--- config.mk ---
export PLATFORM = sky130hd
export DESIGN_NAME = keyword_number_tokenizer
export DESIGN_NICKNAME = d
export VERILOG_FILES = /design/src/design/knt_pkg.sv /design/src/design/keyword_number_tokenizer.sv
export SDC_FILE = /design/constraint.sdc
export NUM_CORES = 1
export LEC_CHECK = 0
export BUFFER_PORTS_ARGS = -buffer_cell sky130_fd_sc_hd__buf_2
export CAP_MARGIN = 20
export CORE_MARGIN = 3
export CORE_UTILIZATION = 30
export DETAILED_ROUTE_END_ITERATION = 8
export PLACE_DENSITY = 0.53
export SLEW_MARGIN = 10
export SYNTH_ARGS = -nofsm -noshare
export SYNTH_HDL_FRONTEND = slang
export SYNTH_SLANG_ARGS = --single-unit
export TNS_END_PERCENT = 5
--- constraint.sdc ---
create_clock -name clk -period 5.8 [get_ports clk]
set_input_delay 0.58 -clock clk [delete_from_list [all_inputs] [get_ports clk]]
set_output_delay 0.58 -clock clk [all_outputs]
set_load 0.005 [all_outputs]
--- src/design/knt_pkg.sv ---
package knt_pkg;

  typedef enum logic [3:0] {
    KIND_EOS    = 4'd0,
    KIND_LBRK   = 4'd1,
    KIND_RBRK   = 4'd2,
    KIND_COMMA  = 4'd3,
    KIND_COLON  = 4'd4,
    KIND_EQUAL  = 4'd5,
    KIND_BEGIN  = 4'd6,
    KIND_ACTION = 4'd7,
    KIND_NUMBER = 4'd8,
    KIND_ERROR  = 4'd9
  } tok_kind_t;

  typedef struct packed {
    tok_kind_t   kind;
    logic [31:0] value;
    logic [15:0] line;
    logic        last;
  } tok_t;

  localparam int FIFO_DEPTH = 4;
  localparam int FIFO_PW    = 2;
  localparam int FIFO_CW    = 3;

  localparam int KW_BEGIN_LEN  = 5;
  localparam int KW_ACTION_LEN = 6;

  localparam logic [7:0] KW_BEGIN  [KW_BEGIN_LEN]  = '{8'h62, 8'h65, 8'h67, 8'h69, 8'h6e};
  localparam logic [7:0] KW_ACTION [KW_ACTION_LEN] = '{8'h61, 8'h63, 8'h74, 8'h69, 8'h6f, 8'h6e};

  localparam logic [7:0] CH_NUL    = 8'h00;
  localparam logic [7:0] CH_NL     = 8'h0a;
  localparam logic [7:0] CH_SPACE  = 8'h20;
  localparam logic [7:0] CH_PLUS   = 8'h2b;
  localparam logic [7:0] CH_COMMA  = 8'h2c;
  localparam logic [7:0] CH_MINUS  = 8'h2d;
  localparam logic [7:0] CH_COLON  = 8'h3a;
  localparam logic [7:0] CH_SEMI   = 8'h3b;
  localparam logic [7:0] CH_EQUAL  = 8'h3d;
  localparam logic [7:0] CH_LBRK   = 8'h5b;
  localparam logic [7:0] CH_RBRK   = 8'h5d;

endpackage

--- src/design/keyword_number_tokenizer.sv ---
// channel  | ports                              | contents
// in       | in_tvalid in_tready in_tdata[7:0]  | text_byte
// out      | out_tvalid out_tready out_tdata    | number_value, line_number in tdata;
//          | out_tuser[3:0] out_tlast           | token_kind in tuser; last_of_item in tlast
//
// one byte per cycle: input register, one pass of scan logic, 4-entry token queue
// a byte is scanned once the queue has room for two tokens, so a byte giving two
// tokens is taken in with one input handshake and leaves as two output tokens
// byte path to out: input register, scan logic, then the token queue
// rst_n is synchronous, active low; it clears scan state and line count to 1
// out stalls fill the queue and then hold in_tready low
module keyword_number_tokenizer #(
  parameter int MAX_TOKEN_LEN = 256
) (
  input  logic        clk,
  input  logic        rst_n,
  input  logic        in_tvalid,
  output logic        in_tready,
  input  logic [7:0]  in_tdata,   // [7:0] text_byte
  output logic        out_tvalid,
  input  logic        out_tready,
  output logic [47:0] out_tdata,  // [31:0] number_value, [47:32] line_number
  output logic [3:0]  out_tuser,  // [3:0] token_kind
  output logic        out_tlast
);

  localparam int RUN_W = $clog2(MAX_TOKEN_LEN + 1);

  typedef enum logic [2:0] {
    M_IDLE    = 3'd0,
    M_WORD    = 3'd1,
    M_NUM     = 3'd2,
    M_SIGN    = 3'd3,
    M_COMMENT = 3'd4,
    M_ERROR   = 3'd5
  } mode_t;

  // input register
  logic       byte_vld_r;
  logic [7:0] byte_r;

  // scan state
  mode_t            mode_r,  mode_nxt;
  logic [2:0]       prog_r,  prog_nxt;
  logic [1:0]       cand_r,  cand_nxt;
  logic [RUN_W-1:0] run_r,   run_nxt;
  logic [31:0]      acc_r,   acc_nxt;
  logic             neg_r,   neg_nxt;
  logic [15:0]      line_r,  line_nxt;

  // token queue
  knt_pkg::tok_t              fifo_r [knt_pkg::FIFO_DEPTH];
  logic [knt_pkg::FIFO_PW-1:0] wr_ptr_r, rd_ptr_r;
  logic [knt_pkg::FIFO_CW-1:0] count_r;

  logic consume, pop;
  logic [1:0] push_cnt;

  logic              a_vld, b_vld;
  knt_pkg::tok_kind_t a_kind, b_kind;
  logic [31:0]       a_val;

  logic              pend_vld;
  knt_pkg::tok_kind_t pend_kind;
  logic [31:0]       pend_val;

  logic [7:0] lower;
  logic is_letter, is_digit, is_space;
  logic [3:0] dig;
  logic [4:0] let_cont, let_fresh;
  logic [31:0] dig_cont, dig_fresh;
  logic [15:0] line_inc;

  knt_pkg::tok_t tok_a, tok_b;

  function automatic logic [4:0] add_letter(input logic [2:0] p, input logic [1:0] c,
                                            input logic [7:0] ch);
    logic [1:0] cn;
    logic [2:0] pn;
    cn = c;
    if (!(p < 3'(knt_pkg::KW_BEGIN_LEN) && knt_pkg::KW_BEGIN[p] == ch)) cn[0] = 1'b0;
    if (!(p < 3'(knt_pkg::KW_ACTION_LEN) && knt_pkg::KW_ACTION[p] == ch)) cn[1] = 1'b0;
    pn = (p != 3'd7) ? p + 3'd1 : p;
    return {pn, cn};
  endfunction

  function automatic logic [31:0] add_digit(input logic [31:0] a, input logic [3:0] d);
    logic [35:0] t;
    t = {a, 3'b000} + {3'b000, a, 1'b0} + {32'd0, d};
    if (t > 36'h0_8000_0000) t = 36'h0_8000_0000;
    return t[31:0];
  endfunction

  assign consume   = byte_vld_r && (count_r <= knt_pkg::FIFO_CW'(knt_pkg::FIFO_DEPTH - 2));
  assign in_tready = !byte_vld_r || consume;
  assign pop       = out_tvalid && out_tready;

  assign lower     = (byte_r >= 8'h41 && byte_r <= 8'h5a) ? byte_r + 8'd32 : byte_r;
  assign is_letter = lower >= 8'h61 && lower <= 8'h7a;
  assign is_digit  = byte_r >= 8'h30 && byte_r <= 8'h39;
  assign is_space  = byte_r == knt_pkg::CH_SPACE || (byte_r >= 8'd9 && byte_r <= 8'd13);
  assign dig       = byte_r[3:0];
  assign let_cont  = add_letter(prog_r, cand_r, lower);
  assign let_fresh = add_letter(3'd0, 2'b11, lower);
  assign dig_cont  = add_digit(acc_r, dig);
  assign dig_fresh = add_digit(32'd0, dig);
  assign line_inc  = (line_r != 16'hffff) ? line_r + 16'd1 : line_r;

  // token held by the current run
  always_comb begin
    pend_vld  = 1'b0;
    pend_kind = knt_pkg::KIND_ERROR;
    pend_val  = 32'd0;
    case (mode_r)
      M_WORD: begin
        pend_vld = 1'b1;
        if (cand_r[0] && run_r == RUN_W'(knt_pkg::KW_BEGIN_LEN)) begin
          pend_kind = knt_pkg::KIND_BEGIN;
        end else if (cand_r[1] && run_r == RUN_W'(knt_pkg::KW_ACTION_LEN)) begin
          pend_kind = knt_pkg::KIND_ACTION;
        end
      end
      M_NUM: begin
        pend_vld  = 1'b1;
        pend_kind = knt_pkg::KIND_NUMBER;
        if (neg_r) pend_val = 32'd0 - acc_r;
        else       pend_val = acc_r[31] ? 32'h7fff_ffff : acc_r;
      end
      M_SIGN: pend_vld = 1'b1;
      default: pend_vld = 1'b0;
    endcase
  end

  always_comb begin
    mode_nxt = mode_r;
    prog_nxt = prog_r;
    cand_nxt = cand_r;
    run_nxt  = run_r;
    acc_nxt  = acc_r;
    neg_nxt  = neg_r;
    line_nxt = line_r;
    a_vld    = 1'b0;
    a_kind   = knt_pkg::KIND_EOS;
    a_val    = 32'd0;
    b_vld    = 1'b0;
    b_kind   = knt_pkg::KIND_EOS;
    if (consume) begin
      if (byte_r == knt_pkg::CH_NUL) begin
        if (mode_r != M_ERROR) begin
          a_vld  = pend_vld;
          a_kind = pend_kind;
          a_val  = pend_val;
        end
        b_vld    = 1'b1;
        b_kind   = knt_pkg::KIND_EOS;
        mode_nxt = M_IDLE;
        prog_nxt = 3'd0;
        cand_nxt = 2'b11;
        run_nxt  = '0;
        acc_nxt  = 32'd0;
        neg_nxt  = 1'b0;
        line_nxt = 16'd1;
      end else if (mode_r == M_ERROR) begin
        mode_nxt = M_ERROR;
      end else if (mode_r == M_COMMENT) begin
        if (byte_r == knt_pkg::CH_NL) begin
          line_nxt = line_inc;
          mode_nxt = M_IDLE;
        end
      end else if (mode_r == M_SIGN && is_digit) begin
        mode_nxt = M_NUM;
        acc_nxt  = dig_cont;
        run_nxt  = run_r + RUN_W'(1);
      end else if (mode_r == M_SIGN) begin
        b_vld    = 1'b1;
        b_kind   = knt_pkg::KIND_ERROR;
        mode_nxt = M_ERROR;
        run_nxt  = '0;
        acc_nxt  = 32'd0;
        neg_nxt  = 1'b0;
      end else if (mode_r == M_WORD && is_letter && run_r < RUN_W'(MAX_TOKEN_LEN)) begin
        {prog_nxt, cand_nxt} = let_cont;
        run_nxt = run_r + RUN_W'(1);
      end else if (mode_r == M_NUM && is_digit && run_r < RUN_W'(MAX_TOKEN_LEN)) begin
        acc_nxt = dig_cont;
        run_nxt = run_r + RUN_W'(1);
      end else begin
        // close the current run, then classify the byte
        a_vld    = pend_vld;
        a_kind   = pend_kind;
        a_val    = pend_val;
        mode_nxt = M_IDLE;
        prog_nxt = 3'd0;
        cand_nxt = 2'b11;
        run_nxt  = '0;
        acc_nxt  = 32'd0;
        neg_nxt  = 1'b0;
        if (pend_vld && pend_kind == knt_pkg::KIND_ERROR) begin
          mode_nxt = M_ERROR;
        end else if (is_space) begin
          if (byte_r == knt_pkg::CH_NL) line_nxt = line_inc;
        end else if (byte_r == knt_pkg::CH_SEMI) begin
          mode_nxt = M_COMMENT;
        end else if (byte_r == knt_pkg::CH_LBRK) begin
          b_vld  = 1'b1;
          b_kind = knt_pkg::KIND_LBRK;
        end else if (byte_r == knt_pkg::CH_RBRK) begin
          b_vld  = 1'b1;
          b_kind = knt_pkg::KIND_RBRK;
        end else if (byte_r == knt_pkg::CH_COMMA) begin
          b_vld  = 1'b1;
          b_kind = knt_pkg::KIND_COMMA;
        end else if (byte_r == knt_pkg::CH_COLON) begin
          b_vld  = 1'b1;
          b_kind = knt_pkg::KIND_COLON;
        end else if (byte_r == knt_pkg::CH_EQUAL) begin
          b_vld  = 1'b1;
          b_kind = knt_pkg::KIND_EQUAL;
        end else if (is_letter) begin
          mode_nxt = M_WORD;
          {prog_nxt, cand_nxt} = let_fresh;
          run_nxt  = RUN_W'(1);
        end else if (is_digit) begin
          mode_nxt = M_NUM;
          acc_nxt  = dig_fresh;
          run_nxt  = RUN_W'(1);
        end else if (byte_r == knt_pkg::CH_PLUS || byte_r == knt_pkg::CH_MINUS) begin
          mode_nxt = M_SIGN;
          neg_nxt  = byte_r == knt_pkg::CH_MINUS;
          run_nxt  = RUN_W'(1);
        end else begin
          b_vld    = 1'b1;
          b_kind   = knt_pkg::KIND_ERROR;
          mode_nxt = M_ERROR;
        end
      end
    end
  end

  assign push_cnt = {1'b0, a_vld} + {1'b0, b_vld};

  always_comb begin
    tok_a.kind  = a_kind;
    tok_a.value = a_val;
    tok_a.line  = line_r;
    tok_a.last  = !b_vld;
    tok_b.kind  = b_kind;
    tok_b.value = 32'd0;
    tok_b.line  = line_r;
    tok_b.last  = 1'b1;
  end

  always_ff @(posedge clk) begin
    if (!rst_n) begin
      byte_vld_r <= 1'b0;
      mode_r     <= M_IDLE;
      prog_r     <= 3'd0;
      cand_r     <= 2'b11;
      run_r      <= '0;
      acc_r      <= 32'd0;
      neg_r      <= 1'b0;
      line_r     <= 16'd1;
      wr_ptr_r   <= '0;
      rd_ptr_r   <= '0;
      count_r    <= '0;
    end else begin
      if (in_tready) byte_vld_r <= in_tvalid;
      mode_r   <= mode_nxt;
      prog_r   <= prog_nxt;
      cand_r   <= cand_nxt;
      run_r    <= run_nxt;
      acc_r    <= acc_nxt;
      neg_r    <= neg_nxt;
      line_r   <= line_nxt;
      wr_ptr_r <= wr_ptr_r + knt_pkg::FIFO_PW'(push_cnt);
      rd_ptr_r <= rd_ptr_r + knt_pkg::FIFO_PW'(pop);
      count_r  <= count_r + knt_pkg::FIFO_CW'(push_cnt) - knt_pkg::FIFO_CW'(pop);
    end
  end

  always_ff @(posedge clk) begin
    if (in_tready && in_tvalid) byte_r <= in_tdata;
    if (a_vld) begin
      fifo_r[wr_ptr_r] <= tok_a;
      if (b_vld) fifo_r[wr_ptr_r + knt_pkg::FIFO_PW'(1)] <= tok_b;
    end else if (b_vld) begin
      fifo_r[wr_ptr_r] <= tok_b;
    end
  end

  assign out_tvalid = count_r != '0;
  assign out_tdata  = {fifo_r[rd_ptr_r].line, fifo_r[rd_ptr_r].value};
  assign out_tuser  = fifo_r[rd_ptr_r].kind;
  assign out_tlast  = fifo_r[rd_ptr_r].last;

`ifndef SYNTHESIS
  a_count_range: assert property (@(posedge clk) disable iff (!rst_n)
    count_r <= knt_pkg::FIFO_CW'(knt_pkg::FIFO_DEPTH))
    else $error("token queue count out of range");

  a_push_room: assert property (@(posedge clk) disable iff (!rst_n)
    push_cnt != 2'd0 |-> count_r <= knt_pkg::FIFO_CW'(knt_pkg::FIFO_DEPTH - 2))
    else $error("token pushed without room");

  a_error_silent: assert property (@(posedge clk) disable iff (!rst_n)
    consume && mode_r == M_ERROR && byte_r != knt_pkg::CH_NUL |-> push_cnt == 2'd0)
    else $error("token emitted after error");

  a_eos_resets: assert property (@(posedge clk) disable iff (!rst_n)
    consume && byte_r == knt_pkg::CH_NUL |=> mode_r == M_IDLE && line_r == 16'd1)
    else $error("end of text did not restore scan state");

  a_error_enters: assert property (@(posedge clk) disable iff (!rst_n)
    b_vld && b_kind == knt_pkg::KIND_ERROR |=> mode_r == M_ERROR)
    else $error("error token without error mode");
`endif

endmodule

Yosys cells after proc, flatten, opt, wreduce, memory -nomap -nowiden
Memory sizes are Yosys's and may differ from the RTL's. A register that Yosys moved wholly into a read port is not among the register bits.
Cells that the tools add are included.

operators by class
  add/subtract/negate cells = 13
  $lt $le $gt $ge = 15
  eq/ne operators = 44
  mux-type cells = 208
  bitwise operators = 2
  reductions and logical operators = 34

operator list
  kind                                                  number
  2-to-1 mux 32 bit                                     30
  2-to-1 mux 16 bit                                     11
  2-to-1 mux 4 bit                                      30
  2-to-1 mux 3 bit                                      27
  2-to-1 mux 1 bit                                      78
  2-to-1 mux 9 bit                                      7
  equality test 8 x 6 -> 1 bit, second input constant   7
  2-to-1 mux 53 bit                                     1
  2-to-1 mux 8 bit                                      5
  != test 3 bit, second input constant                  13
  adder 35 x 33 -> 36 bit                               1
  adder 36 x 4 -> 36 bit                                1
  > comparator 36 x 32 -> 1 bit, second input constant  1
  2-to-1 mux 2 bit                                      17
  > comparator 4 x 32 -> 1 bit, second input constant   1
  subtractor 1 x 32 -> 32 bit, first input constant     1
  2-to-1 mux 31 bit                                     1
  AND reduction 7 bit                                   3
  equality test 9 x 3 -> 1 bit, second input constant   2
  logical AND 1 bit                                     17
  adder 16 x 1 -> 16 bit, second input constant         1
  equality test 7 x 8 -> 1 bit, first input constant    2
  equality test 8 x 7 -> 1 bit, second input constant   2
  equality test 8 bit                                   2
  41 further kinds                                      55

storage, ports and cells
  flip-flop bits (word level) = 82
  bits in writable memories = 212
  ROM bits = 128
  input port bits = 12
  output and inout port bits = 55
  memories = 3

memory list
  memory            depth  bits a word  rd ports  clocked after Yosys merged registers in  write ports  RTL line                        source
  fifo_r            4      53           1         1                                        2            keyword_number_tokenizer.sv:52  knt_pkg::tok_t fifo_r [knt_pkg::FIFO_DEPTH];
  (name not given)  8      8            1         0                                        0            keyword_number_tokenizer.sv:82  if (!(p < 3'(knt_pkg::KW_ACTION_LEN) && knt_pkg::KW_ACTION[p] == ch)) cn[1] = 1'b0;
  (name not given)  8      8            1         0                                        0            keyword_number_tokenizer.sv:81  if (!(p < 3'(knt_pkg::KW_BEGIN_LEN) && knt_pkg::KW_BEGIN[p] == ch)) cn[0] = 1'b0;

Depth between registers and ports, before layout
  depth after elaboration = 26
  mapped depth = 23

Worst setup path after synthesis
OpenSTA, ideal clock, no wires.

  kind = register to register
  from = reg byte_r[6]
  to = mem fifo_r[0][10] in the netlist's numbering, enable pin
  library setup time = 389 ps
  arrival time = 4018 ps
  path slack = 1393 ps
  stages on the path, launching flop included = 17
  clock period less this slack = 4407 ps
  cells stage by stage = edfxtp_1 buf_2 nand4bb_1 o41a_1 o22ai_1 a22oi_2 nor3_4 nor2_1 nand2_1 a2111o_1 ha_1 or3_1 clkbuf_1 and2_1 clkbuf_1 inv_1 clkbuf_1

RTL lines
  element                 RTL line                         source
  start, declared         keyword_number_tokenizer.sv:40   logic [7:0] byte_r;
  start signal, assigned  keyword_number_tokenizer.sv:282  if (in_tready && in_tvalid) byte_r <= in_tdata;
  end, declared           keyword_number_tokenizer.sv:52

Final worst setup path
  from = reg byte_r[3]
  to = reg acc_r[19]

on the way
  word-level cells in the longest chain between the ends = 21

RTL lines
  element                                                                                            RTL line                         source
  greater-or-equal comparator 8 x 7 -> 1 bit / <= comparator 8 x 7 -> 1 bit (equally long branches)  keyword_number_tokenizer.sv:98   assign lower = (byte_r >= 8'h41 && byte_r <= 8'h5a) ? byte_r + 8'd32 : byte_r;
  logical AND 1 bit                                                                                  keyword_number_tokenizer.sv:98
  2-to-1 mux 8 bit                                                                                   keyword_number_tokenizer.sv:98
  greater-or-equal comparator 8 x 7 -> 1 bit / <= comparator 8 x 7 -> 1 bit (equally long branches)  keyword_number_tokenizer.sv:99   assign is_letter = lower >= 8'h61 && lower <= 8'h7a;
  logical AND 1 bit                                                                                  keyword_number_tokenizer.sv:99
  2-to-1 mux 32 bit                                                                                  keyword_number_tokenizer.sv:219  end else if (is_letter) begin
  2-to-1 mux 32 bit                                                                                  keyword_number_tokenizer.sv:216  end else if (byte_r == knt_pkg::CH_EQUAL) begin
  2-to-1 mux 32 bit                                                                                  keyword_number_tokenizer.sv:213  end else if (byte_r == knt_pkg::CH_COLON) begin
  [5 not listed]                                                                                     n/a
  2-to-1 mux 32 bit                                                                                  keyword_number_tokenizer.sv:198  if (pend_vld && pend_kind == knt_pkg::KIND_ERROR) begin
  2-to-1 mux 32 bit                                                                                  keyword_number_tokenizer.sv:184  end else if (mode_r == M_NUM && is_digit && run_r < RUN_W'(MAX_TOKEN_LEN)) begin
  2-to-1 mux 32 bit                                                                                  keyword_number_tokenizer.sv:181  end else if (mode_r == M_WORD && is_letter && run_r < RUN_W'(MAX_TOKEN_LEN)) begin
  2-to-1 mux 32 bit                                                                                  keyword_number_tokenizer.sv:174  end else if (mode_r == M_SIGN) begin
  2-to-1 mux 32 bit                                                                                  keyword_number_tokenizer.sv:170  end else if (mode_r == M_SIGN && is_digit) begin
  2-to-1 mux 32 bit                                                                                  keyword_number_tokenizer.sv:165  end else if (mode_r == M_COMMENT) begin
  2-to-1 mux 32 bit                                                                                  keyword_number_tokenizer.sv:163  end else if (mode_r == M_ERROR) begin
  2-to-1 mux 32 bit                                                                                  keyword_number_tokenizer.sv:148  if (byte_r == knt_pkg::CH_NUL) begin
  end signal, assigned                                                                               keyword_number_tokenizer.sv:272  acc_r <= acc_nxt;
  end, declared                                                                                      keyword_number_tokenizer.sv:47   logic [31:0] acc_r, acc_nxt;

Several ways; a longest one is shown, not always the timed one. The select of a mux whose other input is x is not followed.
A chain may end at the register's enable or synchronous reset.

==> out/results.ini <==
[outcome]
status = finished clean

[flow_run]
cap_violations = 0

[synth]
synth.yosys.seq_area_share_pct = 41.8
async_flop_share_pct = 0
synth.most_common_cell = dfxtp_1
yosys_warnings = 0
synth_edf_count = 88
synth_area_um2 = 16200
ys_ff_latch = 294
netlist_instances = 1652
synthTopCellsByArea = dfxtp_1 (25%), edfxtp_1 (16%), mux4_2 (7.4%)
synth_top_area_cell = dfxtp_1
synth_cell_types = 84
ys.flop_type = dfxtp_1
synth_nets = 1753
synth_common_cells = dfxtp_1 (206), nand2_1 (162), o21ai_0 (135)
synth_top_area_share_pct = 25.5
postSynthAreaPerCell_um2 = 9.79

[sta]
fin_crit_ns = 4.93
period_share_pct = 85.0
fmax_mhz = 203
slew_headroom_pct = 29.2
finalSetupViolCount = 0
fin_setup_tns_ns = 0
rsz0062_at_grt = no
worst_pin_slew_ns = 1.06
fin_worst_skew_ns = 0.0102
slew_viol_final = 0
final_hold_viol_count = 0

[clock_tree]
clk_pin_slew_ns = 0.06
cts_resized = 0
htree_levels = 1
clock-sinks = 294
root_buffer = clkbuf_16
hold_buffers = 0
cts_tree = done
postCtsSetupBuffers = 0
cts_buffers = 31
clk_latency_ns = 0.56
max-clock-path-buffers = 3

[drt]
dr.pass1.iters = 5
routed-via-count = 12844
antenna_left = 0
routedWlPerCell_um = 18.2
route.detailed.drc = 0
dr.first_iter.drc_count = 948
viasPerCell = 5.35
drt_wl_total_um = 43600

[grt]
grt_pass1_vias = 12345
grt_max_degree = 65
antenna_found_initial = 3
grt_pass1_wl_um = 69100
gr-total-overflow = 0
grtUsageTotal_pct = 14.9

[worst_setup_path]
critPathSlowestCell = fa_1
path_buf_inv = 2
startpoint = byte_r[3]
start_kind = flop
crit_type = reg -> reg
worstSetupEndpoint = acc_r[19]
cpLargestDelayFamily = compound AO/OA/AOI/OAI gates
cp.arrival_ns = 5.43
worst-r2r-cell-count = 14
critPathCaptureType = flop
path_common_cell = fa_1
critPathRequiredTime_ns = 6.30
r2r-start = byte_r[3]
cpPeakStageDelay_ns = 0.64
critical_path.cell_chain = fa_1, inv_1, fa_1, nor2b_4, o31a_4, o21ai_4, o31ai_1, nor4b_1, o311ai_0, nor4_1, nand4_1, a211oi_4, buf_4, a22o_2
cp_num_cells = 14
r2r_setup_slack_ns = 0.87
r2r-end = acc_r[19]
path_max_fanout = 27

[placed_design]
hpwl_um = 30700
place_congestion = 0.902
port_buffers = 66
place_inst = 2341

[layout]
num-fill-cells = 5400
nNetsFinal = 1787
area_growth_pct = 13.0
drive_gt1_share_pct = 14.4
final_cells = 2400

[pwr]
total_leakage_power_nw = 7.06
ir_worst_vdd_mv = 0.220
power.density_nw_per_um2 = 279

[floorplanning]
die-area_um2 = 56700
rows = 84
die_h_um = 238
initial_core_util_pct = 30.5
io-pin-count = 67
coreArea_um2 = 53000
die_w_um = 238

[worst_hold_path]
hold_path_class = in -> reg

==> power breakdown <==
part	internal (W)	switching [W]	total (W)
Combinational	0.000346	0.000442	0.000788
Sequential	0.00219	0.000115	0.00231
Clock	0.00118	0.000818	0.00200
==> worst min-delay path by stage <==
stage | start | end | slack, ns | cells after the start
floorplan | fifo_r[1][37] | fifo_r[1][37] | 0.42 | 2
global placement | fifo_r[3][24] | fifo_r[3][24] | 0.43 | 2
detailed placement | fifo_r[3][32] | fifo_r[3][32] | 0.44 | 2
CTS | in_tdata[4] | byte_r[4] | 0.16 | 1
global route | in_tdata[4] | byte_r[4] | 0.17 | 1
finish | in_tdata[4] | byte_r[4] | 0.20 | 1
==> cells by family (layout without fill, tap and decap cells) <==
| group | count (synthesis) | after routing | synth area share [%] |
|---|---|---|---|
| DFF | 294 | 294 | 41.8 |
| buffers and inverters | 134 | 192 | 3.23 |
| adders and majority gates | 89 | 89 | 7.02 |
| and+or+nand+nor | 553 | 553 | 17.3 |
| muxes | 60 | 60 | 7.83 |
| other | 0 | 2 | 0 |
| xor gates and xnor gates | 44 | 44 | 2.38 |
| AOI/OAI and AO/OA | 478 | 478 | 20.4 |
==> state kept, by name, summed over array words and instances (netlist names) <==
| register | count |
|---|---|
| fifo_r | 212 |
| acc_r | 32 |
| line_r | 16 |
| run_r | 9 |
| byte_r | 8 |
| count_r | 3 |
| mode_r | 3 |
| prog_r | 3 |
| cand_r | 2 |
| rd_ptr_r | 2 |
| wr_ptr_r | 2 |
| byte_vld_r | 1 |
| neg_r | 1 |
==> cells in the final DEF, fill, tap and decap left out, types with 18 or more instances in the layout <==
cell	n
a21o_1	24
a21oi_1	78
a22o_1	75
a22o_2	18
a31oi_1	22
and2_1	74
buf_2	66
buf_4	24
clkbuf_16	31
dfxtp_1	203
edfxtp_1	88
ha_1	86
inv_1	44
mux4_2	53
nand2_1	162
nand3_1	22
nor2_1	108
nor3_1	37
o21ai_0	135
or3_1	28
xnor2_1	27
==> worst reg2reg max path, stage by stage (launching register included) <==
cell	delay, ns
edfxtp_1	0.61
fa_1	0.64
inv_1	0.07
fa_1	0.50
nor2b_4	0.17
o31a_4	0.18
o21ai_4	0.08
o31ai_1	0.42
nor4b_1	0.37
o311ai_0	0.20
nor4_1	0.46
nand4_1	0.33
a211oi_4	0.31
buf_4	0.33
a22o_2	0.21
==> per-layer routing <==
layer	GRT usage (%)	up-vias	wire, um	part of all wire [%]
met4	4.03	2	1020	2.3
met1	21.4	6269	21300	49
li1	-	6274	-	-
met3	1.66	60	1660	3.8
met5	0	-	7	0.016
met2	24.0	239	19600	45
==> cell type report <==
type	instances	area, um^2	area share (%)
Clock inverter	13	150	0.822
Tap cell	688	861	4.71
Inverter	44	165	0.904
Timing Repair Buffer	91	526	2.88
Sequential cell	294	6770	37.1
Antenna cell	2	5.00	0.0274
Clock buffer	44	875	4.79
Multi-Input combinational cell	1224	8910	48.8
==> per-stage QoR <==
step / utilization (%) / total power [W] / cell area, um^2 / setup slack [ns] / hold WS [ns]
floorplan: - / 0.00288 / 16200 / 1.39 / 0.420
global placement: 32.5 / 0.00316 / 17200 / 1.02 / 0.428
detailed placement: 32.5 / 0.00316 / 17200 / 0.967 / 0.441
CTS: 34.5 / 0.00516 / 18300 / 0.923 / 0.160
global route: 34.5 / 0.00531 / 18300 / 0.552 / 0.175
finish: 34.5 / 0.00509 / 18300 / 0.868 / 0.196
(Power assumes the default switching activity.)
